`config.mk`:
```
export PLATFORM = sky130hd
export DESIGN_NAME = header_attribute_tokenizer_unit
export DESIGN_NICKNAME = d
export VERILOG_FILES = /design/src/sv/hattok_pkg.sv /design/src/sv/hattok_decode.sv /design/src/sv/hattok_emit.sv /design/src/sv/header_attribute_tokenizer_unit.sv
export SDC_FILE = /design/constraint.sdc
export NUM_CORES = 1
export LEC_CHECK = 0
export BUFFER_PORTS_ARGS = -buffer_cell sky130_fd_sc_hd__buf_2
export CORE_MARGIN = 2
export CORE_UTILIZATION = 40
export DETAILED_ROUTE_END_ITERATION = 8
export HOLD_SLACK_MARGIN = 0.02
export MAX_ROUTING_LAYER = met4
export PLACE_DENSITY = 0.55
export REMOVE_ABC_BUFFERS = 1
export SLEW_MARGIN = 20
export SYNTH_ARGS = -nofsm -noshare
export SYNTH_HDL_FRONTEND = slang
export SYNTH_SLANG_ARGS = --single-unit
```
`constraint.sdc`:
```
create_clock -name clk_i -period 12.2 [get_ports clk_i]
set_clock_uncertainty 0.1 [all_clocks]
set_input_delay 2.44 -clock clk_i [delete_from_list [all_inputs] [get_ports clk_i]]
set_output_delay 2.44 -clock clk_i [all_outputs]
set_load 0.02 [all_outputs]
```
`src/sv/hattok_pkg.sv`:
```
// Types, codes and helpers shared by the header attribute tokenizer.
package hattok_pkg;

  localparam int unsigned MaxResults = 4;
  localparam int unsigned CntW       = $clog2(MaxResults + 1);

  localparam logic [7:0] ChEq    = 8'h3D;
  localparam logic [7:0] ChQuote = 8'h22;
  localparam logic [7:0] ChBslash = 8'h5C;
  localparam logic [7:0] ChComma = 8'h2C;
  localparam logic [7:0] ChSpace = 8'h20;

  typedef enum logic [1:0] {
    KIND_NAME  = 2'd0,
    KIND_VALUE = 2'd1,
    KIND_AEND  = 2'd2,
    KIND_EOS   = 2'd3
  } kind_e;

  typedef enum logic [2:0] {
    MODE_SKIP  = 3'd0,
    MODE_NAME  = 3'd1,
    MODE_NAMEQ = 3'd2,
    MODE_QUOTE = 3'd3,
    MODE_ESC   = 3'd4,
    MODE_UNQ   = 3'd5,
    MODE_AFTER = 3'd6
  } mode_e;

  typedef struct packed {
    logic [7:0] data_byte;
    logic       final_byte;
  } in_beat_t;

  typedef struct packed {
    kind_e      kind;
    logic [7:0] out_byte;
    logic       run_end;
  } out_beat_t;

  typedef struct packed {
    kind_e      kind;
    logic [7:0] data;
  } res_ent_t;

  typedef struct packed {
    logic [CntW-1:0]            cnt;
    res_ent_t [MaxResults-1:0]  ent;
  } res_grp_t;

  function automatic logic is_ws(input logic [7:0] b);
    return (b == ChSpace) || ((b >= 8'd9) && (b <= 8'd13));
  endfunction

endpackage

```
`src/sv/hattok_decode.sv`:
```
// Combinational decode of one byte into its result group and the next parse mode.
module hattok_decode
  import hattok_pkg::*;
(
  input  mode_e     mode_i,
  input  in_beat_t  beat_i,
  output res_grp_t  grp_o,
  output mode_e     mode_o
);

  logic [7:0]      b;
  logic            fin;
  logic            ws;
  logic            use_name;
  logic [CntW-1:0] cnt;
  res_ent_t [MaxResults-1:0] ent;
  mode_e           nxt;

  assign b   = beat_i.data_byte;
  assign fin = beat_i.final_byte;
  assign ws  = is_ws(beat_i.data_byte);

  always_comb begin
    cnt      = '0;
    ent      = '0;
    nxt      = mode_i;
    use_name = 1'b0;

    case (mode_i)
      MODE_NAME: begin
        use_name = 1'b1;
      end
      MODE_NAMEQ: begin
        if (ws || b == ChEq) begin
          ent[cnt[1:0]] = '{kind: KIND_NAME, data: ChEq};
          cnt = cnt + 1'b1;
          use_name = 1'b1;
        end else if (b == ChQuote) begin
          nxt = MODE_QUOTE;
          if (fin) begin
            ent[cnt[1:0]] = '{kind: KIND_AEND, data: 8'd0};
            cnt = cnt + 1'b1;
          end
        end else if (b == ChComma) begin
          ent[cnt[1:0]] = '{kind: KIND_AEND, data: 8'd0};
          cnt = cnt + 1'b1;
          nxt = MODE_SKIP;
        end else begin
          ent[cnt[1:0]] = '{kind: KIND_VALUE, data: b};
          cnt = cnt + 1'b1;
          nxt = MODE_UNQ;
          if (fin) begin
            ent[cnt[1:0]] = '{kind: KIND_AEND, data: 8'd0};
            cnt = cnt + 1'b1;
          end
        end
      end
      MODE_QUOTE: begin
        if (b == ChQuote) begin
          ent[cnt[1:0]] = '{kind: KIND_AEND, data: 8'd0};
          cnt = cnt + 1'b1;
          nxt = MODE_AFTER;
        end else if (b == ChBslash && !fin) begin
          nxt = MODE_ESC;
        end else begin
          ent[cnt[1:0]] = '{kind: KIND_VALUE, data: b};
          cnt = cnt + 1'b1;
          if (fin) begin
            ent[cnt[1:0]] = '{kind: KIND_AEND, data: 8'd0};
            cnt = cnt + 1'b1;
          end
        end
      end
      MODE_ESC: begin
        ent[cnt[1:0]] = '{kind: KIND_VALUE, data: b};
        cnt = cnt + 1'b1;
        nxt = MODE_QUOTE;
        if (fin) begin
          ent[cnt[1:0]] = '{kind: KIND_AEND, data: 8'd0};
          cnt = cnt + 1'b1;
        end
      end
      MODE_UNQ: begin
        if (ws || b == ChComma) begin
          ent[cnt[1:0]] = '{kind: KIND_AEND, data: 8'd0};
          cnt = cnt + 1'b1;
          nxt = MODE_SKIP;
        end else begin
          ent[cnt[1:0]] = '{kind: KIND_VALUE, data: b};
          cnt = cnt + 1'b1;
          if (fin) begin
            ent[cnt[1:0]] = '{kind: KIND_AEND, data: 8'd0};
            cnt = cnt + 1'b1;
          end
        end
      end
      MODE_AFTER: begin
        if (ws || b == ChComma) begin
          nxt = MODE_SKIP;
        end else begin
          use_name = 1'b1;
        end
      end
      default: begin
        if (ws) begin
          nxt = MODE_SKIP;
        end else begin
          use_name = 1'b1;
        end
      end
    endcase

    if (use_name) begin
      if (ws) begin
        ent[cnt[1:0]] = '{kind: KIND_AEND, data: 8'd0};
        cnt = cnt + 1'b1;
        nxt = MODE_SKIP;
      end else if (b == ChEq && !fin) begin
        nxt = MODE_NAMEQ;
      end else begin
        ent[cnt[1:0]] = '{kind: KIND_NAME, data: b};
        cnt = cnt + 1'b1;
        nxt = MODE_NAME;
        if (fin) begin
          ent[cnt[1:0]] = '{kind: KIND_AEND, data: 8'd0};
          cnt = cnt + 1'b1;
        end
      end
    end

    if (fin) begin
      ent[cnt[1:0]] = '{kind: KIND_EOS, data: 8'd0};
      cnt = cnt + 1'b1;
      nxt = MODE_SKIP;
    end
  end

  assign grp_o  = '{cnt: cnt, ent: ent};
  assign mode_o = nxt;

endmodule

```
`src/sv/hattok_emit.sv`:
```
// Result register that holds one byte's result group and sends it out one beat at a time.
module hattok_emit
  import hattok_pkg::*;
(
  input  logic      clk_i,
  input  logic      rst_ni,
  input  logic      load_i,
  input  res_grp_t  grp_i,
  output logic      ready_o,
  output logic      out_valid_o,
  input  logic      out_stall_i,
  output out_beat_t out_beat_o
);

  res_ent_t [MaxResults-1:0] ent_q, ent_d;
  logic [CntW-1:0]           rem_q, rem_d;
  logic                      take;

  assign take        = (rem_q != '0) && !out_stall_i;
  assign ready_o     = (rem_q == '0) || ((rem_q == CntW'(1)) && !out_stall_i);
  assign out_valid_o = (rem_q != '0);
  assign out_beat_o  = '{kind: ent_q[0].kind, out_byte: ent_q[0].data,
                         run_end: (rem_q == CntW'(1))};

  always_comb begin
    ent_d = ent_q;
    rem_d = rem_q;
    if (load_i && grp_i.cnt != '0) begin
      ent_d = grp_i.ent;
      rem_d = grp_i.cnt;
    end else if (take) begin
      ent_d = {res_ent_t'('0), ent_q[MaxResults-1:1]};
      rem_d = rem_q - 1'b1;
    end
  end

  always_ff @(posedge clk_i or negedge rst_ni) begin
    if (!rst_ni) begin
      rem_q <= '0;
    end else begin
      rem_q <= rem_d;
    end
  end

  always_ff @(posedge clk_i) begin
    ent_q <= ent_d;
  end

endmodule

```
`src/sv/header_attribute_tokenizer_unit.sv`:
```
// Top level of the header attribute tokenizer: input register, mode register, decode and emit.
//
//   channel | direction | handshake              | payload
//   in      | input     | in_valid_i, in_stall_o | in_beat_i  (data_byte, final_byte)
//   out     | output    | out_valid_o, out_stall_i | out_beat_o (kind, out_byte, run_end)
//
// A byte is registered, decoded against the parse mode and moved into the result register;
// a byte with one result flows at one byte per cycle while the output does not stall.
// A byte with n results sends them out as n beats, at most four.
// Bytes with no result leave the input register without waiting on the output.
// Reset puts the parse mode between attributes and empties both registers.
// An output stall holds the current beat and backs up into in_stall_o.
module header_attribute_tokenizer_unit
  import hattok_pkg::*;
(
  input  logic      clk_i,
  input  logic      rst_ni,
  input  logic      in_valid_i,
  output logic      in_stall_o,
  input  in_beat_t  in_beat_i,
  output logic      out_valid_o,
  input  logic      out_stall_i,
  output out_beat_t out_beat_o
);

  in_beat_t in_beat_q;
  logic     in_vld_q;
  mode_e    mode_q, mode_d;
  res_grp_t grp;
  logic     emit_ready;
  logic     xfer;
  logic     accept;

  hattok_decode u_decode (
    .mode_i (mode_q),
    .beat_i (in_beat_q),
    .grp_o  (grp),
    .mode_o (mode_d)
  );

  assign xfer       = in_vld_q && ((grp.cnt == '0) || emit_ready);
  assign in_stall_o = in_vld_q && !xfer;
  assign accept     = in_valid_i && !in_stall_o;

  always_ff @(posedge clk_i or negedge rst_ni) begin
    if (!rst_ni) begin
      in_vld_q <= 1'b0;
      mode_q   <= MODE_SKIP;
    end else begin
      if (accept) begin
        in_vld_q <= 1'b1;
      end else if (xfer) begin
        in_vld_q <= 1'b0;
      end
      if (xfer) begin
        mode_q <= mode_d;
      end
    end
  end

  always_ff @(posedge clk_i) begin
    if (accept) begin
      in_beat_q <= in_beat_i;
    end
  end

  hattok_emit u_emit (
    .clk_i       (clk_i),
    .rst_ni      (rst_ni),
    .load_i      (xfer),
    .grp_i       (grp),
    .ready_o     (emit_ready),
    .out_valid_o (out_valid_o),
    .out_stall_i (out_stall_i),
    .out_beat_o  (out_beat_o)
  );

endmodule

```
## After elaboration in Yosys (flattened, before gate mapping)

Cells that the tools add are included.

| storage, ports and cells | value |
|---|---|
| bits in registers | 56 |
| bits in latches | 0 |
| RAM bits | 0 |
| memory bits (read-only) | 0 |
| input port bits | 13 |
| output and inout port bits | 13 |
| memories kept | 0 |

| operators by class | value |
|---|---|
| add/subtract/negate cells | 4 |
| multipliers | 0 |
| div/mod/pow operators | 0 |
| order comparisons | 8 |
| equal/unequal tests | 16 |
| shift-type cells | 0 |
| mux-type cells | 61 |
| bitwise logic cells | 9 |
| reductions and logical operators | 31 |

Operators with widths:

| kind | count |
|---|---|
| $mux W40 | 7 |
| $mux W10 | 14 |
| $pmux W20 S4 | 1 |
| $not A36 Y36 | 2 |
| $mux W3 | 21 |
| $demux W10 S2 | 3 |
| $bwmux W40 | 1 |
| $and A18 B36 Y36 | 1 |
| $and A36 B36 Y36 | 1 |
| $and A32 B32 Y32 | 1 |
| $eq A8 B6 Y1 const B | 4 |
| $not A32 Y32 | 1 |
| $mux W20 | 1 |
| $pmux W3 S5 | 1 |
| $logic_and A1 B1 Y1 | 12 |
| $pmux W3 S4 | 1 |
| $add A3 B1 Y3 const B | 3 |
| $eq A3 B3 Y1 const B | 3 |
| $lt A2 B3 Y1 const B | 3 |
| $eq A8 B7 Y1 const B | 1 |
| $ge A8 B4 Y1 const B | 1 |
| $le A8 B4 Y1 const B | 1 |
| $mux W2 | 4 |
| $or A8 B8 Y8 | 1 |
| other kinds (21) | 40 |

## Logic depth before layout (Yosys ltp)

Gate-level depths: netlist of the first run.

| depth | value |
|---|---|
| depth after elaboration | 22 |
| depth in mapped cells | 19 |
| gate-level depth less buffers | 17 |

## Cells and area by module

From an unflattened synthesis of the first run, not the netlist that was laid out.

| unflattened totals | value |
|---|---|
| cell total of the unflattened synthesis | 450 |
| area, all modules | 4056.4 sq um |

Modules (own cells, without submodules):

| module | instances | cells each | area an instance (sq um) |
|---|---|---|---|
| hattok_emit | 1 | 186 | 1979.4 |
| hattok_decode | 1 | 242 | 1630.3 |
| header_attribute_tokenizer_unit | 1 | 22 | 446.7 |

## Worst setup path before layout of the first run

Ideal clock, no wire load.

| timing | value |
|---|---|
| kind | reg2out |
| start point | register in_beat_q[7] (netlist name) |
| end point | output port in_stall_o |
| arrival | 4091 ps |
| data required time | 9660 ps |
| setup slack | 5569 ps |
| stages on the path, launching flop included | 19 |
| buffers on the path | 2 |
| cells stage by stage | edfxtp_1 -> nor3_2 -> buf_4 -> a31oi_1 -> a311oi_1 -> nor2_1 -> nor3_4 -> inv_1 -> ha_1 -> o211ai_1 -> a21oi_1 -> or2_2 -> ha_1 -> nand2b_1 -> a211o_1 -> and2_1 -> clkbuf_1 -> nand2_1 -> and3_1 |

| on the way | value |
|---|---|
| longest elaborated chain between the ends | 19 |

RTL lines:

| element | line | text |
|---|---|---|
| from (decl) | header_attribute_tokenizer_unit.sv:26 | `in_beat_t in_beat_q;` |
| from (signal assigned) | header_attribute_tokenizer_unit.sv:63 | `in_beat_q <= in_beat_i;` |
| $ge A8 B4 Y1 / $le A8 B4 Y1 (equally long branches) | hattok_pkg.sv:52 | `return (b == ChSpace) \|\| ((b >= 8'd9) && (b <= 8'd13));` |
| $logic_and A1 B1 Y1 | hattok_pkg.sv:52 |  |
| $logic_or A1 B1 Y1 | hattok_pkg.sv:52 |  |
| $logic_or A1 B1 Y1 (on tied branches) | hattok_decode.sv:84, hattok_decode.sv:98, hattok_decode.sv:34 |  |
| $mux W2 / $mux W3 (equally long branches) | hattok_decode.sv:84, hattok_decode.sv:34 |  |
| $pmux W3 S4 | hattok_decode.sv:29 | `case (mode_i)` |
| $add A3 B1 Y3 | hattok_decode.sv:116, hattok_decode.sv:122 |  |
| $add A3 B1 Y3 | hattok_decode.sv:126 | `cnt = cnt + 1'b1;` |
| [... 3 more ...] | n/a |  |
| $mux W3 (*) | hattok_decode.sv:113 | `if (use_name) begin` |
| $add A3 B1 Y3 | hattok_decode.sv:133 | `cnt = cnt + 1'b1;` |
| $mux W3 (*) | hattok_decode.sv:131 | `if (fin) begin` |
| $logic_not A3 Y1 (*) | header_attribute_tokenizer_unit.sv:41 | `assign xfer = in_vld_q && ((grp.cnt == '0) \|\| emit_ready);` |
| $logic_or A1 B1 Y1 (*) | header_attribute_tokenizer_unit.sv:41 |  |
| $logic_and A1 B1 Y1 (*) | header_attribute_tokenizer_unit.sv:41 |  |
| $logic_not A1 Y1 (*) | header_attribute_tokenizer_unit.sv:42 | `assign in_stall_o = in_vld_q && !xfer;` |
| $logic_and A1 B1 Y1 (*) | header_attribute_tokenizer_unit.sv:42 |  |
| to (decl) | header_attribute_tokenizer_unit.sv:19 | `output logic in_stall_o,` |

Mark *: on every way between the ends. The rest lies on a longest branch, timed or not.

## Worst setup path after layout of the first run

| timing | value |
|---|---|
| start point | register in_beat_q[2] (netlist name) |
| end point | output port in_stall_o |

The elaborated chain is that of the path after synthesis.

==> results of run 1 <==
## cell families after synthesis
family / share of synthesized area, %
buffers and inverters: 7.96
muxes: 10.2
DFF: 41.9
and+or+nand+nor: 19.8
xor gates and xnor gates: 1.11
adders and majority gates: 4.78
AOI/OAI and AO/OA: 14.2
## layer usage
metal  vias to the layer above  global-route usage (%)  part of all wire (%)  wire (µm)
met4                         0                    4.66                  0.97         85
met1                      1410                    26.0                    51       4410
li1                       1432                       -                     -          -
met3                         7                    2.37                   4.3        376
met2                        81                    26.4                    44       3840
met5                         -                       -                     0          0
## sequential cells by signal, indices dropped and copies added, names as in the netlist
signal / count
in_vld_q: 1
mode_q: 3
u_emit.rem_q: 3
u_emit.out_beat_o: 10
in_beat_q: 9
u_emit.ent_q: 30
## final timing paths
path                                            startpoint                              to  slack (ps)
worst max-delay path                in_beat_q[2]$_DFFE_PP_                      in_stall_o        4480
worst min-delay path            u_emit.ent_q[10]$_DFFE_PP_  u_emit.out_beat_o[1]$_DFFE_PP_         460
worst max register to register      in_beat_q[2]$_DFFE_PP_      u_emit.ent_q[26]$_DFFE_PP_        5760
worst min register to register  u_emit.ent_q[10]$_DFFE_PP_  u_emit.out_beat_o[1]$_DFFE_PP_         460
max in group asynchronous                           rst_ni     u_emit.rem_q[0]$_DFFE_PN0P_       10010
min in group asynchronous                           rst_ni            in_vld_q$_DFFE_PN0P_        1820
## where the power goes
| group | switching [mW] | leakage (nW) | internal (mW) |
|---|---|---|---|
| logic | 0.437 | 1.03 | 0.278 |
| registers | 0.0618 | 0.577 | 0.352 |
| clock network | 0.0703 | 0.0445 | 0.0411 |
| total | 0.569 | 1.66 | 0.671 |
## through the flow
stage                     util (%)  hold slack [ps]
final                         43.0              460
after CTS                     43.0              464
after detailed placement      42.1              438
after floorplan                  -              421
after global routing          43.0              477
after global placement        42.1              430
## cell type report
type / count / area share (%)
Clock buffer: 5 / 1.66
Clock inverter: 3 / 0.513
Inverter: 34 / 3.08
Multi-Input combinational cell: 280 / 47.5
Sequential cell: 56 / 39.7
Tap cell: 133 / 4.01
Timing Repair Buffer: 28 / 3.56
## critical path, delay by kind of cell, from the launching register on
family | cells | cell delay [ps]
AOI/OAI and AO/OA | 5 | 1360
adders and majority gates | 2 | 500
buffers and inverters | 2 | 350
DFF | 1 | 560
and+or+nand+nor | 8 | 2080
## layout by cell type (no fill, tap or decap), types with 3 or more instances in the layout
cell type / synthesis / layout
sky130_fd_sc_hd__a21o_1: 4 / 4
sky130_fd_sc_hd__a21oi_1: 9 / 9
sky130_fd_sc_hd__a22oi_1: 3 / 3
sky130_fd_sc_hd__a31oi_1: 10 / 10
sky130_fd_sc_hd__and2_1: 18 / 18
sky130_fd_sc_hd__and3_1: 6 / 6
sky130_fd_sc_hd__buf_2: 4 / 25
sky130_fd_sc_hd__buf_4: 12 / 3
sky130_fd_sc_hd__clkbuf_8: 0 / 5
sky130_fd_sc_hd__dfrtp_1: 7 / 7
sky130_fd_sc_hd__edfxtp_1: 49 / 49
sky130_fd_sc_hd__ha_1: 15 / 15
sky130_fd_sc_hd__inv_1: 33 / 33
sky130_fd_sc_hd__mux2_2: 7 / 7
sky130_fd_sc_hd__mux2i_1: 27 / 27
sky130_fd_sc_hd__nand2_1: 44 / 44
sky130_fd_sc_hd__nand2b_1: 6 / 5
sky130_fd_sc_hd__nand3_1: 16 / 16
sky130_fd_sc_hd__nand4_1: 5 / 5
sky130_fd_sc_hd__nor2_1: 21 / 21
sky130_fd_sc_hd__nor2b_1: 7 / 7
sky130_fd_sc_hd__nor3_1: 4 / 4
sky130_fd_sc_hd__o211ai_1: 10 / 10
sky130_fd_sc_hd__o21ai_0: 15 / 15
sky130_fd_sc_hd__o22ai_1: 5 / 5
sky130_fd_sc_hd__o2bb2ai_1: 3 / 3
sky130_fd_sc_hd__xnor2_1: 5 / 5
==> key figures, run 1 <==
Outcome
  – Outcome: finished, final reports clean

Final layout
  – Combined area of the multi-input logic cells: 1970 µm²
  – Signed area change from the synthesized netlist to the final layout: 5.64%
  – FF+latch area: 1650 µm²
  – Number of diodes: 0
  – Fraction of layout cells with a size suffix above 1: 14.3%
  – Post-route insts no fill: 539
  – Post-layout net count: 433
  – Design area: 4150 µm²
  – Number of filler cells placed in the layout: 953

Power and ir drop
  – Total Power: 1.24 mW
  – Peak supply drop: 127 µV
  – Power per cell area: 299 nW/µm²
  – Leakage: 1.66 nW

Placed design
  – Number of cells after detailed placement: 531
  – Weighted congestion reported at the end of routability-driven placement: 0.868
  – Worst setup slack after placement: 4890 ps
  – Post-detail-place hpwl: 6170 µm
  – Cell area after placement: 4060 µm²
  – Buffers on Ports: 25

CTS
  – Insertion delay of the later-clocked pin in the worst-skew pair: 330 ps
  – Count of clock tree sinks: 56
  – Max Buffers Root-to-Sink: 2
  – Clock buffer count from CTS: 5
  – Clock transition at the register clock pins on the worst setup and hold paths after CTS: 100 ps
  – Quantity of hold-fixing buffers added after cts: 0
  – Count of cells resized by post-cts repair: 0
  – Number of H-tree levels: 2
  – # Post-CTS Setup Buffers: 0
  – TritonCTS clock tree: built
  – Buffer cell driving the clock tree root: sky130_fd_sc_hd__clkbuf_8

Synth
  – Cells after synthesis: 397
  – Cell area after technology mapping: 3930 µm²
  – Sequential-to-total area share from yosys stat: 41.9%
  – Number of different library cells in the post-synthesis netlist: 62
  – Top post-synthesis cells by count: 49 x sky130_fd_sc_hd__edfxtp_1, 44 x sky130_fd_sc_hd__nand2_1, 33 x sky130_fd_sc_hd__inv_1
  – Biggest area contributors in the synthesized netlist: sky130_fd_sc_hd__edfxtp_1 37%, sky130_fd_sc_hd__mux2i_1 6.9%, sky130_fd_sc_hd__ha_1 4.8%, sky130_fd_sc_hd__dfrtp_1 4.5%, sky130_fd_sc_hd__nand2_1 4.2%
  – Most common flop cell mapped by yosys: sky130_fd_sc_hd__edfxtp_1
  – Flip-flop and latch count after synthesis: 56
  – Share of the synthesized area in the top cell type: 37.5%
  – Dominant cell type by area after synthesis: sky130_fd_sc_hd__edfxtp_1
  – EDFF count, synth: 49
  – Synth Warn #: 0
  – Synth Area per Inst: 9.89 µm²
  – Post-synth ARST share: 12.5%
  – Leading cell type by number of instances after synthesis: sky130_fd_sc_hd__edfxtp_1

Route
  – Detailed-route via count: 2930
  – Wire length per cell after detailed routing: 16.2 µm
  – Total wire length after detailed routing: 8720 µm
  – Via count normalized by instance count: 5.44
  – Detailed router's first-iteration violation count: 219
  – Drt first pass iters: 4
  – Count of nets left with antenna violations after detail routing: 0
  – DR DRC count: 0

Flow run
  – Max-Cap Viols: 0

Global routing
  – Antenna violations before repair: 0
  – Number of global-route vias before repair: 2715
  – Largest net degree at the start of global routing: 41
  – First-pass GRT wire length: 14400 µm
  – GRT Resource Usage Total: 17.9%
  – Total gr overflow: 0

STA
  – RSZ-0062 raised after global routing: false
  – Fin. Hold Viols: 0
  – Transition time at the pin with the least slew margin: 1030 ps
  – Final period utilization: 63.3%
  – Crit path setup slack, layout: 4480 ps
  – Relative slew margins: 31.1%
  – Max-slew violation count: 0
  – Final-layout setup total negative slack: 0 ps
  – Peak Freq: 130 MHz
  – Final setup violation count: 0
  – Minimum period implied by the final worst setup slack: 7720 ps

Min path
  – Class of the most critical hold timing path: flip-flop to flip-flop
  – Cell count of the worst hold path: 1

Setup path
  – Cells along the critical path: or2_1, and3_1, o21ai_2, a31oi_1, nor3_4, inv_1, ha_1, o211ai_1, a21oi_1, or2_2, ha_1, nand2b_1, a211o_1, and2_1, nand2_1, and3_1, buf_2
  – Kind of critical path: flip-flop to output pin
  – Biggest cell delay along the critical path: 560 ps
  – Cell with the biggest individual delay on the critical path: sky130_fd_sc_hd__edfxtp_1
  – Req. time, crit path: 9660 ps
  – Worst reg-to-reg path cell count: 17
  – Data arrival, critical path: 5180 ps
  – Type of origin of the critical path: flip-flop
  – Type of destination of the critical path: output pin
  – Peak fanout along the critical path: 14

Die
  – Area inside the core boundary: 9640 µm²
  – Total number of placement rows: 36
  – Count of boundary I/O pins: 26
  – Die width: 103 µm
  – DIE AREA: 10600 µm²
  – Initial core utilization: 40.7%
  – Height of the die: 103 µm
(Power assumes the default switching activity.)
==> inputs of run 2 (changes only) <==
--- a/config.mk
+++ b/config.mk
@@ -5,13 +5,14 @@
 export SDC_FILE = /design/constraint.sdc
 export NUM_CORES = 1
 export LEC_CHECK = 0
+export ABC_AREA = 1
 export BUFFER_PORTS_ARGS = -buffer_cell sky130_fd_sc_hd__buf_2
 export CORE_MARGIN = 2
 export CORE_UTILIZATION = 40
 export DETAILED_ROUTE_END_ITERATION = 8
 export HOLD_SLACK_MARGIN = 0.02
 export MAX_ROUTING_LAYER = met4
-export PLACE_DENSITY = 0.55
+export PLACE_DENSITY = 0.57
 export REMOVE_ABC_BUFFERS = 1
 export SLEW_MARGIN = 20
 export SYNTH_ARGS = -nofsm -noshare
==> constraint.sdc (replaced) <==
create_clock -name clk_i -period 6.4 [get_ports clk_i]
set_clock_uncertainty 0.1 [all_clocks]
set_input_delay 1.28 -clock clk_i [delete_from_list [all_inputs] [get_ports clk_i]]
set_output_delay 1.28 -clock clk_i [all_outputs]
set_load 0.02 [all_outputs]
==> run 2 against run 1 <==
  * Register-to-register slack got worse by 4300 ps
  * Design area increased by 0.63%
  * Largest cell class unchanged
  * Hold slack got worse by 44 ps
  * Final cell count up 12%
  * Combinational power is 57% higher
  * Clock power is 82% higher
  * Global-route usage shrank 0.11 points
==> key figures, run 2 <==
Route
  – Via count normalized by instance count: 4.86 (-11%)
  – Sum of met3 wire segment lengths after detailed routing: 302 µm (-20%)
  – Total wire length after detailed routing: 8440 µm (-3.2%)
  – DR DRC count: 0 (unchanged)
  – Detailed router's first-iteration violation count: 262 (+20%)
  – Wire length per cell after detailed routing: 14.0 µm (-13%)
  – Drt first pass iters: 4 (unchanged)
  – Routed length on met1: 4220 µm (-4.4%)
  – Highest Signal Layer: met4
  – Detailed-route via count: 2919 (-0.38%)
  – Met2 wirelength from detailed routing: 3790 µm (-1.5%)
  – Count of nets left with antenna violations after detail routing: 0 (unchanged)

Synth
  – EDFF count, synth: 49 (unchanged)
  – Synth Warn #: 0 (unchanged)
  – Cells after synthesis: 453 (+14%)
  – Biggest area contributors in the synthesized netlist: sky130_fd_sc_hd__edfxtp_1 37%, sky130_fd_sc_hd__nand2_1 12%, sky130_fd_sc_hd__o21ai_2 5.8%, sky130_fd_sc_hd__ha_1 4.8%, sky130_fd_sc_hd__dfrtp_1 4.4%
  – Dominant cell type by area after synthesis: sky130_fd_sc_hd__edfxtp_1
  – Synth Area per Inst: 8.70 µm² (-12%)
  – Flip-flop and latch count after synthesis: 56 (unchanged)
  – Cell area after technology mapping: 3940 µm² (+0.35%)
  – Most common flop cell mapped by yosys: sky130_fd_sc_hd__edfxtp_1
  – Sequential-to-total area share from yosys stat: 41.8% (-0.15 points)
  – Share of the synthesized area in the top cell type: 37.3% (-0.13 points)
  – Top post-synthesis cells by count: 121 x sky130_fd_sc_hd__nand2_1, 49 x sky130_fd_sc_hd__edfxtp_1, 36 x sky130_fd_sc_hd__inv_1
  – Number of different library cells in the post-synthesis netlist: 40 (-35%)
  – Leading cell type by number of instances after synthesis: sky130_fd_sc_hd__nand2_1
  – Post-synth ARST share: 12.5% (unchanged)

CTS
  – Buffer cell driving the clock tree root: sky130_fd_sc_hd__clkbuf_8
  – Max Buffers Root-to-Sink: 2 (unchanged)
  – Quantity of hold-fixing buffers added after cts: 0 (unchanged)
  – Clock buffer count from CTS: 5 (unchanged)
  – Clock transition at the register clock pins on the worst setup and hold paths after CTS: 110 ps (about the same)
  – Count of cells resized by post-cts repair: 0 (unchanged)
  – # Post-CTS Setup Buffers: 0 (unchanged)
  – Number of H-tree levels: 2 (unchanged)
  – TritonCTS clock tree: built
  – Count of clock tree sinks: 56 (unchanged)
  – Insertion delay of the later-clocked pin in the worst-skew pair: 320 ps (about the same)

Setup path
  – Req. time, crit path: 5020 ps (-4640 ps)
  – Peak fanout along the critical path: 8 (-6)
  – Kind of critical path: flip-flop to output pin
  – Type of destination of the critical path: output pin
  – Type of origin of the critical path: flip-flop
  – Data arrival, critical path: 4070 ps (-1110 ps)

Global routing
  – Total gr overflow: 0 (unchanged)
  – First-pass GRT wire length: 14300 µm (-0.48%)
  – Number of global-route vias before repair: 2838 (+4.5%)
  – GRT Resource Usage Total: 17.8% (-0.11 points)
  – Antenna violations before repair: 0 (unchanged)
  – Largest net degree at the start of global routing: 48 (+17%)

Die
  – Area inside the core boundary: 9680 µm² (+0.47%)
  – Height of the die: 103 µm (+0.17%)
  – DIE AREA: 10700 µm² (+0.34%)
  – Initial core utilization: 40.7% (-0.047 points)
  – Total number of placement rows: 36 (unchanged)
  – Die width: 103 µm (+0.17%)
  – Count of boundary I/O pins: 26 (unchanged)

STA
  – Final-layout setup total negative slack: 0 ps (unchanged)
  – Final hold slack: 416 ps (-44.4 ps)
  – Fin. Hold Viols: 0 (unchanged)
  – RSZ-0062 raised after global routing: false
  – Transition time at the pin with the least slew margin: 1140 ps (+108 ps)
  – Minimum period implied by the final worst setup slack: 5450 ps
  – Final period utilization: 85.1%
  – Crit path setup slack, layout: 954 ps (-3530 ps)
  – Max-slew violation count: 0 (unchanged)
  – Relative slew margins: 23.3% (-7.8 points)
  – Final setup violation count: 0 (unchanged)
  – Peak Freq: 184 MHz

Flow run
  – Max-Cap Viols: 0 (unchanged)

Final layout
  – Highest-count cells in the layout ignoring fill and taps: 121 x sky130_fd_sc_hd__nand2_1, 49 x sky130_fd_sc_hd__edfxtp_1, 36 x sky130_fd_sc_hd__inv_1
  – Number of diodes: 0 (unchanged)
  – Signed area change from the synthesized netlist to the final layout: 5.94%
  – Most common cell after layout, fill and taps aside: sky130_fd_sc_hd__nand2_1
  – Post-layout net count: 495 (+14%)
  – Post-route insts no fill: 601 (+12%)
  – Number of filler cells placed in the layout: 958 (+0.52%)
  – Number of flip-flops under the largest register name: 30 (unchanged)
  – Fraction of layout cells with a size suffix above 1: 26.5% (+12 points)
  – Utilization after layout: 43.1% (+0.071 points)
  – Biggest register: u_emit.ent_q

Placed design
  – Post-detail-place hpwl: 6320 µm (+2.5%)
  – Worst setup slack after placement: 1390 ps (-3500 ps)
  – Buffers on Ports: 25 (unchanged)
  – Number of cells after detailed placement: 593 (+12%)
  – Weighted congestion reported at the end of routability-driven placement: 0.925 (+6.5%)

Power and ir drop
  – Peak supply drop: 251 µV (+98%)
  – Power per cell area: 492 nW/µm² (+65%)
  – Leakage: 1.87 nW (+13%)

Outcome
  – Outcome: finished, final reports clean

Min path
  – Class of the most critical hold timing path: flip-flop to flip-flop
## run 2: cell count changes after synthesis, sizes merged, moves of 17 or more
cell	delta
inv	+17
nor2	+21
nand2	+99
nand3	+23
mux2i	-28
and2	-18
o21ai	+31
## run 2: path summary, 6_finish.rpt
kind	startpoint	endpoint	slack, ps	cells after the start
setup / recovery	in_beat_q[3]$_DFFE_PP_	in_stall_o	950	24
hold / removal	u_emit.ent_q[39]$_SDFFCE_PN0P_	u_emit.ent_q[29]$_DFFE_PP_	420	2
setup reg to reg	in_beat_q[3]$_DFFE_PP_	u_emit.ent_q[31]$_SDFFCE_PN0P_	1490	26
hold reg to reg	u_emit.ent_q[39]$_SDFFCE_PN0P_	u_emit.ent_q[29]$_DFFE_PP_	420	2
max in group asynchronous	rst_ni	mode_q[0]$_DFFE_PN0P_	5380	1
min in group asynchronous	rst_ni	u_emit.rem_q[0]$_DFFE_PN0P_	680	1
## run 2: report_power, final
| group | switching [mW] | leakage (nW) | internal, mW |
|---|---|---|---|
| sequential | 0.0854 | 0.575 | 0.646 |
| combinational | 0.787 | 1.25 | 0.334 |
| clock | 0.124 | 0.0445 | 0.0781 |
| total | 0.996 | 1.87 | 1.06 |
## run 2: cell families after synthesis
kind of cell | Yosys count | share of synthesized area (%)
AO/OA/AOI/OAI | 68 | 12.0
XOR/XNOR | 2 | 0.445
adder cells (fa/ha/maj) | 15 | 4.76
buffers and inverters | 71 | 9.08
flip-flops | 56 | 41.8
AND/OR/NAND/NOR | 241 | 31.9
## run 2: per-layer routing
layer	vias to the layer above	GRT usage (%)
met5	-	-
met4	0	4.66
met3	11	2.49
met2	57	27.5
met1	1324	24.8
li1	1527	-
## run 2: critical path, cell delays in order (launching register included)
cell and delay (ps):
sky130_fd_sc_hd__edfxtp_1 520, sky130_fd_sc_hd__inv_1 170, sky130_fd_sc_hd__nand2_1 120, sky130_fd_sc_hd__nor2_1 190
sky130_fd_sc_hd__nand2_4 100, sky130_fd_sc_hd__nand3_4 130, sky130_fd_sc_hd__nor2_1 70, sky130_fd_sc_hd__nand3b_1 160
sky130_fd_sc_hd__nand2_1 270, sky130_fd_sc_hd__ha_1 300, sky130_fd_sc_hd__nand2_1 110, sky130_fd_sc_hd__nand3_1 120
sky130_fd_sc_hd__nand2_1 50, sky130_fd_sc_hd__o21ai_0 150, sky130_fd_sc_hd__nand3_1 110, sky130_fd_sc_hd__nand2_1 120
sky130_fd_sc_hd__ha_1 170, sky130_fd_sc_hd__nand2_1 110, sky130_fd_sc_hd__nand3_1 130, sky130_fd_sc_hd__nand2_1 80
sky130_fd_sc_hd__a21oi_2 160, sky130_fd_sc_hd__nand2_4 80, sky130_fd_sc_hd__nand3_1 120, sky130_fd_sc_hd__inv_1 50
sky130_fd_sc_hd__buf_2 150
## run 2: cell type report
class | count | area, µm² | area share [%]
Timing Repair Buffer | 26 | 133 | 3.18
Multi-Input combinational cell | 326 | 1940 | 46.4
Inverter | 52 | 203 | 4.85
Tap cell | 133 | 166 | 3.99
Clock inverter | 3 | 21.3 | 0.509
Clock buffer | 5 | 68.8 | 1.65
Sequential cell | 56 | 1650 | 39.4
## run 2: through the flow
| stage | power [mW] | area [µm²] |
|---|---|---|
| 2_1_floorplan | 1.59 | 3790 |
| 3_3_place_gp | 1.87 | 4090 |
| 3_5_place_dp | 1.87 | 4090 |
| 4_1_cts | 2.08 | 4180 |
| 5_1_grt | 2.24 | 4180 |
| 6_report | 2.05 | 4180 |
